<file path="src/wsm_pkg.sv">
// ----------------------------------------------------------------------------
// wsm_pkg - wildcard string matcher shared definitions
// Character codes, configuration register indexes and the control structs
// passed from the top level into the row of matcher cells.
// ----------------------------------------------------------------------------
package wsm_pkg;

	localparam int CFG_IDX_W   = 2;
	localparam int CFG_DATA_W  = 64;
	localparam int PAT_LEN_W   = 5;
	localparam int BYTE_W      = 8;

	localparam logic [CFG_IDX_W-1:0] CFG_PATTERN_LOW  = 2'd0;
	localparam logic [CFG_IDX_W-1:0] CFG_PATTERN_HIGH = 2'd1;
	localparam logic [CFG_IDX_W-1:0] CFG_PATTERN_LEN  = 2'd2;

	localparam logic [BYTE_W-1:0] CHAR_STAR     = 8'h2A;
	localparam logic [BYTE_W-1:0] CHAR_PERCENT  = 8'h25;
	localparam logic [BYTE_W-1:0] CHAR_DOT      = 8'h2E;
	localparam logic [BYTE_W-1:0] CHAR_RBRACKET = 8'h5D;
	localparam logic [BYTE_W-1:0] CHAR_LBRACKET = 8'h5B;

	// per-position pattern decode
	typedef struct packed {
		logic              star;
		logic              percent;
		logic              ell;
		logic              active;
		logic              in_range;
		logic [BYTE_W-1:0] pat_byte;
	} cell_ctl_t;

	// broadcast of the current request to every cell
	typedef struct packed {
		logic              take;
		logic              last;
		logic              b_dot;
		logic              b_rbr;
		logic              prev_ok;
		logic [BYTE_W-1:0] b;
	} step_t;

endpackage

</file>
<file path="src/wsm_cell.sv">
// ----------------------------------------------------------------------------
// wsm_cell - one pattern position of the matcher
// Holds the live, token-start and in-token bits of its position, resolves
// its part of the epsilon closure from its neighbors and computes its
// next state for the current name byte.
// ----------------------------------------------------------------------------
module wsm_cell #(
	parameter logic LIVE_AT_RESET = 1'b0
) (
	input  logic               clk,
	input  logic               arst_n,
	input  wsm_pkg::cell_ctl_t ctl,
	input  wsm_pkg::step_t     step,
	input  logic               star_in,
	input  logic               skip_in,
	input  logic               adv_in,
	output logic               live_c,
	output logic               star_out,
	output logic               skip_out,
	output logic               adv_out
);

	logic live_q;
	logic tok_q;
	logic intok_q;
	logic tok_c;
	logic intok_m;
	logic open_c;
	logic skipping;
	logic live_hit;
	logic nt;
	logic ni;

	assign live_c   = (live_q & ctl.in_range) | star_in | skip_in;
	assign live_hit = live_c & ctl.active;
	assign open_c   = live_hit & ctl.ell & ~ctl.star & ~step.last & ~step.b_dot & step.prev_ok;
	assign tok_c    = (tok_q & ctl.ell) | open_c;
	assign intok_m  = intok_q & ctl.ell;
	assign skip_out = tok_c | (intok_m & (step.last | step.b_rbr));
	assign star_out = live_hit & ctl.star;
	assign adv_out  = live_hit & ~ctl.star & ~ctl.ell &
		(ctl.percent | (ctl.pat_byte == step.b));
	assign skipping = tok_c | intok_m;
	assign nt       = (live_hit & ctl.ell & step.b_dot) | (skipping & step.b_dot);
	assign ni       = skipping & ~step.b_dot & ~step.b_rbr;

	always_ff @(posedge clk or negedge arst_n) begin
		if (!arst_n) begin
			live_q  <= LIVE_AT_RESET;
			tok_q   <= 1'b0;
			intok_q <= 1'b0;
		end else if (step.take) begin
			if (step.last) begin
				live_q  <= LIVE_AT_RESET;
				tok_q   <= 1'b0;
				intok_q <= 1'b0;
			end else begin
				live_q  <= star_out | adv_in;
				tok_q   <= nt;
				intok_q <= ni;
			end
		end
	end

endmodule

</file>
<file path="src/wildcard_string_matcher_core.sv">
// ----------------------------------------------------------------------------
// wildcard_string_matcher_core - streaming wildcard name matcher
// Bit-parallel matcher for a configured wildcard pattern with ellipsis,
// built as a row of position cells.
// ----------------------------------------------------------------------------
// The pattern (up to PATTERN_MAX bytes) is written through the configuration
// port while the block is idle. The tested name is then sent one byte per
// request, followed by a request with end_of_name set; only that end request
// produces a result, matched, after which the matcher is ready for the next
// name. The whole row of position cells updates in the cycle the request is
// accepted, so a new request may be sent each clock while in_ready is high.
// The result sits in an output register and does not hold up the input side
// unless it is still waiting to be taken when the next end request arrives.
module wildcard_string_matcher_core #(
	parameter int PATTERN_MAX = 16
) (
	input  logic                                clk,
	input  logic                                arst_n,
	input  logic                                cfg_write_en,
	input  logic [wsm_pkg::CFG_IDX_W-1:0]       cfg_index,
	input  logic [wsm_pkg::CFG_DATA_W-1:0]      cfg_data,
	input  logic                                in_valid,
	output logic                                in_ready,
	input  logic [7:0]                          name_byte,
	input  logic                                end_of_name,
	output logic                                out_valid,
	input  logic                                out_ready,
	output logic                                matched
);

	localparam int LEN_W = $clog2(PATTERN_MAX + 1);

	logic [wsm_pkg::CFG_DATA_W-1:0] pat_low_q;
	logic [wsm_pkg::CFG_DATA_W-1:0] pat_high_q;
	logic [wsm_pkg::PAT_LEN_W-1:0]  pat_len_q;
	logic [7:0]                     prev_byte_q;
	logic                           live_last_q;
	logic                           out_valid_q;
	logic                           matched_q;

	logic [2*wsm_pkg::CFG_DATA_W-1:0] pat_all;
	logic [LEN_W-1:0]                 len;
	logic [PATTERN_MAX-1:0]           dot;
	logic [PATTERN_MAX-1:0]           star_v;
	logic [PATTERN_MAX-1:0]           skip_v;
	logic [PATTERN_MAX-1:0]           adv_v;
	logic [PATTERN_MAX:0]             live_v;
	logic                             accept;
	wsm_pkg::step_t                   step;
	wsm_pkg::cell_ctl_t               ctl [PATTERN_MAX];

	assign pat_all  = {pat_high_q, pat_low_q};
	assign len      = (int'(pat_len_q) > PATTERN_MAX) ?
		LEN_W'(PATTERN_MAX) : pat_len_q[LEN_W-1:0];
	// only an end request needs the output register free
	assign in_ready = ~out_valid_q | out_ready | ~end_of_name;
	assign accept   = in_valid & in_ready;

	assign step.take    = accept;
	assign step.last    = end_of_name;
	assign step.b       = name_byte;
	assign step.b_dot   = (name_byte == wsm_pkg::CHAR_DOT);
	assign step.b_rbr   = (name_byte == wsm_pkg::CHAR_RBRACKET);
	assign step.prev_ok = (prev_byte_q == wsm_pkg::CHAR_DOT) ||
		(prev_byte_q == wsm_pkg::CHAR_LBRACKET);

	for (genvar i = 0; i < PATTERN_MAX; i++) begin : g_cell
		logic [7:0] pb;
		logic       star_in;
		logic       skip_in;
		logic       adv_in;

		assign pb     = pat_all[8*i +: 8];
		assign dot[i] = (pb == wsm_pkg::CHAR_DOT);

		assign ctl[i].pat_byte = pb;
		assign ctl[i].star     = (pb == wsm_pkg::CHAR_STAR);
		assign ctl[i].percent  = (pb == wsm_pkg::CHAR_PERCENT);
		assign ctl[i].active   = (LEN_W'(i) < len);
		assign ctl[i].in_range = (LEN_W'(i) <= len);

		if (i + 2 < PATTERN_MAX) begin : g_ell
			assign ctl[i].ell = (LEN_W'(i + 2) < len) & dot[i] & dot[i+1] & dot[i+2];
		end else begin : g_no_ell
			assign ctl[i].ell = 1'b0;
		end

		if (i > 0) begin : g_prev
			assign star_in = star_v[i-1];
			assign adv_in  = adv_v[i-1];
		end else begin : g_first
			assign star_in = 1'b0;
			assign adv_in  = 1'b0;
		end

		if (i >= 3) begin : g_skip
			assign skip_in = skip_v[i-3];
		end else begin : g_no_skip
			assign skip_in = 1'b0;
		end

		wsm_cell #(
			.LIVE_AT_RESET((i == 0) ? 1'b1 : 1'b0)
		) u_cell (
			.clk      (clk),
			.arst_n   (arst_n),
			.ctl      (ctl[i]),
			.step     (step),
			.star_in  (star_in),
			.skip_in  (skip_in),
			.adv_in   (adv_in),
			.live_c   (live_v[i]),
			.star_out (star_v[i]),
			.skip_out (skip_v[i]),
			.adv_out  (adv_v[i])
		);
	end

	// final position, past the last cell
	assign live_v[PATTERN_MAX] = (live_last_q & (len == LEN_W'(PATTERN_MAX))) |
		star_v[PATTERN_MAX-1] | skip_v[PATTERN_MAX-3];

	always_ff @(posedge clk or negedge arst_n) begin
		if (!arst_n) begin
			pat_low_q  <= '0;
			pat_high_q <= '0;
			pat_len_q  <= '0;
		end else if (cfg_write_en) begin
			unique case (cfg_index)
				wsm_pkg::CFG_PATTERN_LOW:  pat_low_q  <= cfg_data;
				wsm_pkg::CFG_PATTERN_HIGH: pat_high_q <= cfg_data;
				wsm_pkg::CFG_PATTERN_LEN:  pat_len_q  <= cfg_data[wsm_pkg::PAT_LEN_W-1:0];
				default: ;
			endcase
		end
	end

	always_ff @(posedge clk or negedge arst_n) begin
		if (!arst_n) begin
			prev_byte_q <= '0;
			live_last_q <= 1'b0;
		end else if (accept) begin
			if (end_of_name) begin
				prev_byte_q <= '0;
				live_last_q <= 1'b0;
			end else begin
				prev_byte_q <= name_byte;
				live_last_q <= adv_v[PATTERN_MAX-1];
			end
		end
	end

	always_ff @(posedge clk or negedge arst_n) begin
		if (!arst_n) begin
			out_valid_q <= 1'b0;
		end else if (accept && end_of_name) begin
			out_valid_q <= 1'b1;
		end else if (out_ready) begin
			out_valid_q <= 1'b0;
		end
	end

	always_ff @(posedge clk) begin
		if (accept && end_of_name) begin
			matched_q <= live_v[len];
		end
	end

	assign out_valid = out_valid_q;
	assign matched   = matched_q;

	a_end_gives_result: assert property (@(posedge clk) disable iff (!arst_n)
		(accept && end_of_name) |=> out_valid)
		else $error("end request did not produce a result");

	a_byte_no_result: assert property (@(posedge clk) disable iff (!arst_n)
		(accept && !end_of_name && !out_valid_q) |=> !out_valid)
		else $error("byte request produced a result");

	a_end_clears_prev: assert property (@(posedge clk) disable iff (!arst_n)
		(accept && end_of_name) |=> (prev_byte_q == 8'd0) && !live_last_q)
		else $error("name state not cleared after end request");

	a_end_restarts_live: assert property (@(posedge clk) disable iff (!arst_n)
		(accept && end_of_name) |=> live_v[0])
		else $error("start position not live after end request");

endmodule

</file>
<file path="config.mk">
export PLATFORM = sky130hd
export DESIGN_NAME = wildcard_string_matcher_core
export DESIGN_NICKNAME = d
export VERILOG_FILES = /design/src/wsm_pkg.sv /design/src/wsm_cell.sv /design/src/wildcard_string_matcher_core.sv
export SDC_FILE = /design/constraint.sdc
export NUM_CORES = 1
export LEC_CHECK = 0
export BUFFER_PORTS_ARGS = -buffer_cell sky130_fd_sc_hd__buf_2
export CAP_MARGIN = 30
export CORE_MARGIN = 2
export CORE_UTILIZATION = 61
export CTS_BUF_LIST = sky130_fd_sc_hd__clkbuf_16
export DETAILED_ROUTE_END_ITERATION = 8
export HOLD_SLACK_MARGIN = 0.15
export PLACE_DENSITY = 0.86
export SKIP_CTS_REPAIR_TIMING = 1
export SYNTH_ARGS = -nofsm -noshare
export SYNTH_HDL_FRONTEND = slang
export SYNTH_HIERARCHICAL = 1
export SYNTH_SLANG_ARGS = --single-unit
</file>
<file path="constraint.sdc">
create_clock -name clk -period 11.1 [get_ports clk]
set_clock_uncertainty 0.05 [all_clocks]
set_input_delay 1.11 -clock clk [delete_from_list [all_inputs] [get_ports clk]]
set_output_delay 1.11 -clock clk [all_outputs]
set_load 0.05 [all_outputs]
</file>
**Word-level counts from Yosys, hierarchy flattened**

Index checks and enable logic that the tools add are counted.

- Flip-flop bits (word level): 188
- Input port bits: 80
- Output and inout port bits: 3
- Logic and storage cells: 674

- Magnitude comparators: 34
- Equal/unequal tests: 71
- Mux-type cells: 51
- Bitwise gates (word level): 460
- Reductions and logical operators: 7

Operators by type and width:

| cell | number |
|---|---|
| == test 8 x 6 -> 1 bit (second input constant) | 50 |
| bitwise AND 1 bit | 306 |
| == test 8 bit | 16 |
| OR 1 bit | 120 |
| two-way mux 1 bit | 48 |
| less-or-equal comparator 4 x 5 -> 1 bit (first input constant) | 8 |
| less-than comparator 4 x 5 -> 1 bit (first input constant) | 8 |
| NOT 1 bit | 34 |
| less-or-equal comparator 3 x 5 -> 1 bit (first input constant) | 4 |
| less-than comparator 3 x 5 -> 1 bit (first input constant) | 4 |
| == test 8 x 7 -> 1 bit (second input constant) | 2 |
| less-or-equal comparator 1 x 5 -> 1 bit (first input constant) | 2 |
| less-or-equal comparator 2 x 5 -> 1 bit (first input constant) | 2 |
| less-than comparator 1 x 5 -> 1 bit (first input constant) | 2 |
| less-than comparator 2 x 5 -> 1 bit (first input constant) | 2 |
| two-way mux 8 bit | 1 |
| less-than comparator 5 x 6 -> 1 bit (second input constant) | 1 |
| AND reduction 2 bit | 3 |
| binary-select mux 1 bit (select 5 bit) | 1 |
| == test 5 bit (second input constant) | 1 |
| greater-than comparator 5 bit (second input constant) | 1 |
| two-way mux 5 bit | 1 |
| == test 2 x 1 -> 1 bit (second input constant) | 1 |
| == test 2 bit (second input constant) | 1 |
| other kinds (4) | 4 |

**Logic depth before layout (Yosys ltp)**

Gate-level depths: netlist of the first run.

- Word-level depth: 68
- Gate-level depth with buffers: 37
- Gate-level depth less buffers: 37

**Modules after synthesis**

The synthesis of the first run kept the hierarchy.

Modules (own cells, without submodules):

| module | instances | cells each | area an instance (sq um) | seq. area each (sq um) |
|---|---|---|---|---|
| wildcard_string_matcher_core | 1 | 511 | 6646.4 | 3608.5 |
| wsm_cell (g_cell[10].u_cell ...) | 15 | 33 | 289.0 | 75.1 |
| wsm_cell (g_cell[0].u_cell) | 1 | 33 | 309.0 | 76.3 |

**Worst setup path after synthesis of the first run**

OpenSTA, ideal clock, no wires.

- Path type: input -> register
- Start: input port name_byte[7]
- End: register matched_q (netlist: matched) (data pin)
- Setup time: 0.273 ns
- Arrival: 11.174 ns
- Slack: -0.397 ns
- Stages on the path: 34
- Path buffers: 0
- Cell sequence: nand3b_1 > nor3_1 > nor2_1 > a41oi_2 > a21boi_0 > a211o_1 > and3_1 > a211o_1 > and3_1 > a211o_1 > and3_1 > a211o_1 > and3_1 > a211o_1 > and3_1 > a211o_1 > and3_1 > a211o_1 > and3_1 > a211o_1 > and3_1 > a211o_1 > and3_1 > a211o_1 > and3_1 > a211o_1 > and3_1 > a211o_1 > and3_1 > a211o_1 > mux2_4 > a211o_1 > o2111ai_1 > o311ai_1

RTL lines:

| element | RTL line | RTL |
|---|---|---|
| from (decl) | wildcard_string_matcher_core.sv:24 | `input logic [7:0] name_byte,` |
| to (signal assigned) | wildcard_string_matcher_core.sv:165 | `matched_q <= live_v[len];` |
| to (decl) | wildcard_string_matcher_core.sv:39 | `logic matched_q;` |

==> impl_summary.log, run 1 <==
INFO  metric dr_total_vias = 9026
INFO  metric cap_violations = 0
INFO  metric hold_viol = 0
INFO  metric detailedPlace.worstSlack = about 0.46 ns
INFO  metric cts.reportedPaths.clkPinSlew = 0.07 ns
INFO  metric layout-area-overhead-vs-synth = 12.68%
INFO  metric cts_root_buf = sky130_fd_sc_hd__clkbuf_16
INFO  metric critical_path.most_common_cell = sky130_fd_sc_hd__a211o_1
INFO  metric h-tree-depth = 4
INFO  metric powerDensity = around 150 nW/um^2
INFO  metric fin_cells = 1359
INFO  metric period_minus_slack = 10.64 ns
INFO  metric combined_area_of_all_synthesized_cells = 11040 sq um
INFO  metric detailedPlacementHpwl = 20250 um
INFO  metric reg2reg_from = pat_len_q[2]
INFO  metric grt_max_degree = 110
INFO  metric hold_path_class = reg2reg
INFO  metric n_antenna_cell = 0
INFO  metric post-route-util = 69.73%
INFO  metric ff2ff_path_depth = 37
INFO  metric cp_slowest_cell = sky130_fd_sc_hd__dfrtp_2
INFO  metric syn-instance-count = 1013
INFO  metric yosys_warnings = 6
INFO  metric cp_data_arrival_time = 10.75 ns
INFO  metric drc = 0
INFO  metric worstPathMaxFanout = 14
INFO  metric cp_data_required_time = about 11 ns
INFO  metric floorplan.io_pins = 83
INFO  metric worst-r2r-setup-slack = 0.46 ns
INFO  metric drt_first_pass_iters = 7
INFO  metric grt.total_usage = 31.16%
INFO  metric timing.final.crit_share = between 90% and 100%
INFO  metric critical-path-max-stage-delay = about 0.50 ns
INFO  metric final_critical_path_setup_slack = between 0.4 and 0.5 ns
INFO  metric tightest_slew = 0.8917 ns
INFO  metric die-area = 19190 sq um
INFO  metric die_w = 138.5 um
INFO  metric slew_headroom = slightly above 40%
INFO  metric final_cell_area = 12440 sq um
INFO  metric row_count = 49
INFO  metric r2r_end = matched
INFO  metric postPlaceCellArea = 11820 sq um
INFO  metric final_antenna_net_count = 0
INFO  metric grt_pass1_vias = 8806
INFO  metric route.detailed.vias_per_inst = 6.642
INFO  metric worst_path_class_setup = reg2reg
INFO  metric clock_latency = 0.44 ns
INFO  metric grt_antenna_before_repair = 0
INFO  metric startpoint_of_the_worst_setup_timing_path = pat_len_q[2]
INFO  metric hold_depth = 2
INFO  metric cts_sinks = 188
INFO  metric clock_buffer_count_from_cts = 17
INFO  metric routed_wire_length_per_instance = 22.22 um
INFO  metric outcome = finished, final reports clean
INFO  metric crit_end_element = flip-flop
INFO  metric place.port_buffers = between 80 and 90
INFO  metric fmax = between 0.09 and 0.1 GHz
INFO  metric initialDrtViolationCount = 692
INFO  metric finalWirelength = 30200 um
INFO  metric critPathLaunchType = flip-flop
INFO  metric hold_ws = 0.4666 ns
INFO  metric layout.nets = 1197
INFO  metric layout-drive-gt1-share = 26.64%
INFO  metric core_region_area = roughly 18000 sq um
INFO  metric cts_tree = built
INFO  metric placed_cells_incl_taps = 1326
INFO  metric syn_avg_cell_area = 10.90 sq um
INFO  metric die_y = 138.5 um
INFO  metric p_total = 1.905 mW
INFO  metric grt_setup_unrepaired = false
INFO  metric wire_length_of_the_first_global_routing_pass = 47670 um
INFO  metric routabilityCongestion = approximately 1
INFO  metric cp-endpoint = matched
INFO  metric sum_of_negative_setup_slack = 0 ns
INFO  metric power.ir.vdd_worst = 121.0 uV
INFO  metric initial_core_util = between 60% and 70%
INFO  metric clockBufferDepth = 2
INFO  metric total_leakage_power = around 5.4 nW
INFO  metric timing.final.setup_violations = 0
INFO  metric final-max-slew-violation-count = 0
INFO  metric filler_cell_count = between 1k and 1.5k
INFO  metric grt_remaining_overflow = 0
-- final cells by class --
| class | count | area [sq um] | area share [%] |
|---|---|---|---|
| timing repair buffer | 102 | 589.3 | 4.737 |
| clock inverter | 15 | 153.9 | 1.237 |
| tap | 229 | 286.5 | 2.303 |
| inverter | 9 | 37.54 | 0.3017 |
| multi-input combinational | 799 | 6236 | 50.13 |
| sequential | 188 | 4712 | 37.88 |
| clock buffer | 17 | 425.4 | 3.419 |
-- registers in the layout (all words and copies together) (netlist names) --
register and flops:
g_cell.u_cell/intok_q 14, prev_byte_q 8, live_last_q 1, g_cell.u_cell/tok_q 14, matched 1, pat_len_q 5
pat_high_q 64, g_cell.u_cell/live_q 16, out_valid 1, pat_low_q 64
-- worst max-delay path: cells and delay by family, from the launching register on --
| family | cells | cell delay, ns |
|---|---|---|
| flops | 1 | 0.50 |
| mux | 1 | 0.27 |
| buf+inv | 1 | 0.19 |
| simple gates | 17 | 3.68 |
| compound gates | 18 | 5.64 |
-- per-layer routing --
metal  GRT usage (%)  wire, um
met1           41.96     12470
met2           50.42     14540
met3           4.696      2031
met4           14.18      1156
met5               0         0
-- how the worst min path moves through the flow --
stage                                  startpoint                       to  slack, ns
final                     g_cell[0].u_cell/live_q  g_cell[0].u_cell/live_q       0.47
after detailed placement              live_last_q              live_last_q       0.45
after global placement             prev_byte_q[1]           prev_byte_q[1]       0.44
after floorplan                    prev_byte_q[1]           prev_byte_q[1]       0.42
after CTS                 g_cell[0].u_cell/live_q  g_cell[0].u_cell/live_q       0.47
after global routing      g_cell[8].u_cell/live_q  g_cell[8].u_cell/live_q       0.49
-- report_power, final --
part	switching, mW	internal (mW)	total [mW]
Combinational	0.205	0.190	0.395
Clock	0.289	0.317	0.607
Sequential	0.119	0.784	0.903
-- cells in the final DEF (no fill, tap or decap), types with 4 or more instances in the layout --
master / n
sky130_fd_sc_hd__and3_1: 18
sky130_fd_sc_hd__and4_1: 13
sky130_fd_sc_hd__nor4b_1: 20
sky130_fd_sc_hd__nor2_1: 52
sky130_fd_sc_hd__nand2_1: 31
sky130_fd_sc_hd__nand4_1: 10
sky130_fd_sc_hd__a31oi_1: 16
sky130_fd_sc_hd__o21ai_0: 22
sky130_fd_sc_hd__buf_4: 19
sky130_fd_sc_hd__nor3_1: 21
sky130_fd_sc_hd__a21o_1: 18
sky130_fd_sc_hd__nor3b_1: 9
sky130_fd_sc_hd__conb_1: 8
sky130_fd_sc_hd__clkbuf_16: 17
sky130_fd_sc_hd__a2bb2oi_1: 14
sky130_fd_sc_hd__a21oi_1: 50
sky130_fd_sc_hd__clkinvlp_4: 4
sky130_fd_sc_hd__a211o_1: 16
sky130_fd_sc_hd__nand3b_1: 24
sky130_fd_sc_hd__buf_2: 81
sky130_fd_sc_hd__nor2b_1: 42
sky130_fd_sc_hd__or4b_1: 16
sky130_fd_sc_hd__xor2_1: 128
sky130_fd_sc_hd__a21boi_1: 13
sky130_fd_sc_hd__a41oi_1: 13
sky130_fd_sc_hd__dfrtp_1: 185
sky130_fd_sc_hd__mux2_2: 149
sky130_fd_sc_hd__a22o_1: 9
sky130_fd_sc_hd__inv_6: 4
sky130_fd_sc_hd__and4b_1: 10
sky130_fd_sc_hd__inv_1: 6
sky130_fd_sc_hd__nor4_1: 36
Power figures use the tool's default switching activity.
==> run 2, diff against run 1 <==
--- a/config.mk
+++ b/config.mk
@@ -5,6 +5,7 @@
 export SDC_FILE = /design/constraint.sdc
 export NUM_CORES = 1
 export LEC_CHECK = 0
+export ABC_CLOCK_PERIOD_IN_PS = 11100
 export BUFFER_PORTS_ARGS = -buffer_cell sky130_fd_sc_hd__buf_2
 export CAP_MARGIN = 30
 export CORE_MARGIN = 2
@@ -12,7 +13,7 @@
 export CTS_BUF_LIST = sky130_fd_sc_hd__clkbuf_16
 export DETAILED_ROUTE_END_ITERATION = 8
 export HOLD_SLACK_MARGIN = 0.15
-export PLACE_DENSITY = 0.86
+export PLACE_DENSITY = 0.81
 export SKIP_CTS_REPAIR_TIMING = 1
 export SYNTH_ARGS = -nofsm -noshare
 export SYNTH_HDL_FRONTEND = slang
==> impl_summary.log, run 2 (same netlist as run 1, synthesis figures left out) <==
INFO  metric clock_buffer_count_from_cts = 17 (unchanged)
INFO  metric die-area = 19190 sq um (unchanged)
INFO  metric crit_end_element = flip-flop
INFO  metric route.detailed.vias_per_inst = 6.538 (-1.6%)
INFO  metric outcome = finished, final reports clean
INFO  metric drc = 0 (unchanged)
INFO  metric fin_cells = 1359 (unchanged)
INFO  metric cts_sinks = 188 (unchanged)
INFO  metric initialDrtViolationCount = 843 (+22%)
INFO  metric routed_wire_length_per_instance = 21.44 um (-3.5%)
INFO  metric powerDensity = 152.9 nW/um^2 (-0.15%)
INFO  metric swShare = 31.91% (-0.29 points)
INFO  metric final-max-slew-violation-count = 0 (unchanged)
INFO  metric layout-area-overhead-vs-synth = 12.85%
INFO  metric critical_path.most_common_cell = sky130_fd_sc_hd__a211o_1
INFO  metric grt_max_degree = 111 (+0.91%)
INFO  metric critical-path-max-stage-delay = 0.44 ns (-0.06 ns)
INFO  metric die_y = 138.5 um (unchanged)
INFO  metric power.share.clock = 32.4% (+0.5 points)
INFO  metric initial_core_util = 61.88% (unchanged)
INFO  metric finalWirelength = 29140 um (-3.5%)
INFO  metric hold_viol = 0 (unchanged)
INFO  metric grt_setup_unrepaired = false
INFO  metric grt_antenna_before_repair = 0 (unchanged)
INFO  metric cp_data_arrival_time = 10.73 ns (-0.02 ns)
INFO  metric p_comb_share = 20.5% (-0.2 points)
INFO  metric cts_tree = built
INFO  metric power.ir.vdd_worst = 165.9 uV (+37%)
INFO  metric wire_length_of_the_first_global_routing_pass = 47220 um (-0.94%)
INFO  metric grt.total_usage = 30.78% (-0.39 points)
INFO  metric slew_headroom = 37.54% (-3.0 points)
INFO  metric floorplan.io_pins = 83 (unchanged)
INFO  metric dr_total_vias = 8885 (-1.6%)
INFO  metric most_common_cell_after_layout_fill_and_taps_aside = sky130_fd_sc_hd__dfrtp_1
INFO  metric worst_path_class_setup = reg2reg
INFO  metric cts_root_buf = sky130_fd_sc_hd__clkbuf_16
INFO  metric p_int = 1.297 mW (+0.42%)
INFO  metric detailedPlacementHpwl = 20060 um (-0.94%)
INFO  metric biggestRegsByFlops = pat_high_q (64), pat_low_q (64), g_cell.u_cell/live_q (16)
INFO  metric netSwitchingPower = 0.6077 mW (-0.91%)
INFO  metric total_leakage_power = 5.379 nW (+0.34%)
INFO  metric tightest_slew = 0.9238 ns (+0.03207 ns)
INFO  metric hold_path_class = reg2reg
INFO  metric clockBufferDepth = 2 (unchanged)
INFO  metric final_antenna_net_count = 0 (unchanged)
INFO  metric cap_violations = 0 (unchanged)
INFO  metric cp_slowest_cell = sky130_fd_sc_hd__dfrtp_1
INFO  metric routabilityCongestion = 0.9429 (-4.8%)
INFO  metric grt_pass1_vias = 8692 (-1.3%)
INFO  metric timing.final.setup_violations = 0 (unchanged)
INFO  metric die_w = 138.5 um (unchanged)
INFO  metric sum_of_negative_setup_slack = 0 ns (unchanged)
INFO  metric timing.final.crit_share = 95.75% (-0.14 points)
INFO  metric crit_buf_inv = 1 (unchanged)
INFO  metric cts.reportedPaths.clkPinSlew = 0.07 ns (about the same)
INFO  metric final_cell_area = 12460 sq um (+0.15%)
INFO  metric place.port_buffers = 82 (unchanged)
INFO  metric layout.cells.most_common_list = 186 x sky130_fd_sc_hd__dfrtp_1, 149 x sky130_fd_sc_hd__mux2_2, 128 x sky130_fd_sc_hd__xor2_1
INFO  metric fmax = 0.09409 GHz (+0.14%)
INFO  metric critPathTopFamily = compound AO/OA/AOI/OAI gates
INFO  metric period_minus_slack = 10.63 ns (-0.01499 ns)
INFO  metric clock_latency = 0.44 ns (about the same)
INFO  metric critPathLaunchType = flip-flop
INFO  metric grt_remaining_overflow = 0 (unchanged)
INFO  metric postPlaceCellArea = 11850 sq um (+0.23%)
INFO  metric worstPathMaxFanout = 10 (-4)
INFO  metric power_frac_seq = 47.1% (-0.3 points)
INFO  metric n_antenna_cell = 0 (unchanged)
INFO  metric drt_first_pass_iters = 5 (-2)
INFO  metric layout-drive-gt1-share = 26.64% (unchanged)
INFO  metric core_region_area = 17840 sq um (unchanged)
INFO  metric hold_ws = 0.4628 ns (-0.003762 ns)
INFO  metric placed_cells_incl_taps = 1327 (+0.075%)
INFO  metric row_count = 49 (unchanged)
INFO  metric cp_data_required_time = 11.21 ns (about the same)
INFO  metric layout.nets = 1197 (unchanged)
INFO  metric h-tree-depth = 4 (unchanged)
## run 2: final timing paths
| check | endpoint | slack, ns | from | cells after the start |
|---|---|---|---|---|
| max | matched | 0.47 | pat_len_q[3] | 37 |
| min | g_cell[1].u_cell/live_q | 0.46 | g_cell[1].u_cell/live_q | 1 |
| max reg2reg | matched | 0.47 | pat_len_q[3] | 37 |
| min reg2reg | g_cell[1].u_cell/live_q | 0.46 | g_cell[1].u_cell/live_q | 1 |
| max in group asynchronous | g_cell[0].u_cell/live_q | 8.96 | arst_n | 3 |
| min in group asynchronous | pat_high_q[46] | 0.73 | arst_n | 1 |
## run 2: layout make-up
type / count / area (sq um)
flip-flops and latches: 188 / 4711
inverters: 9 / 33.78
multi-input cells: 799 / 6236
clock inverters: 15 / 177.7
fillers: 1313 / 5381
repair buffers: 102 / 589.3
well taps: 229 / 286.5
clock buffers: 17 / 425.4
## run 2: power groups by stage
stage / Sequential [mW] / Combinational (mW) / Clock (mW)
global placement: 0.900 / 0.366 / 0
floorplan: 0.877 / 0.273 / 0
global route: 0.912 / 0.426 / 0.652
CTS: 0.895 / 0.387 / 0.625
finish: 0.897 / 0.391 / 0.617
detailed placement: 0.907 / 0.383 / 0
## run 2: metal layers
layer,up-vias,global-route usage [%],share of wire [%]
met3,53,5.352,6.9
met5,-,0,0
li1,4022,-,-
met1,4449,45.03,44
met2,361,46.95,46
met4,0,10.26,2.5
## run 2: metrics by stage
stage | worst slack (ns) | power, mW | utilization [%]
5_1_grt | 0.05651 | 1.990 | 69.84
2_1_floorplan | 0.8007 | 1.150 | -
4_1_cts | 0.4862 | 1.908 | 69.81
3_5_place_dp | 0.5426 | 1.289 | 66.43
6_report | 0.4719 | 1.905 | 69.84
3_3_place_gp | 0.7091 | 1.267 | 66.27
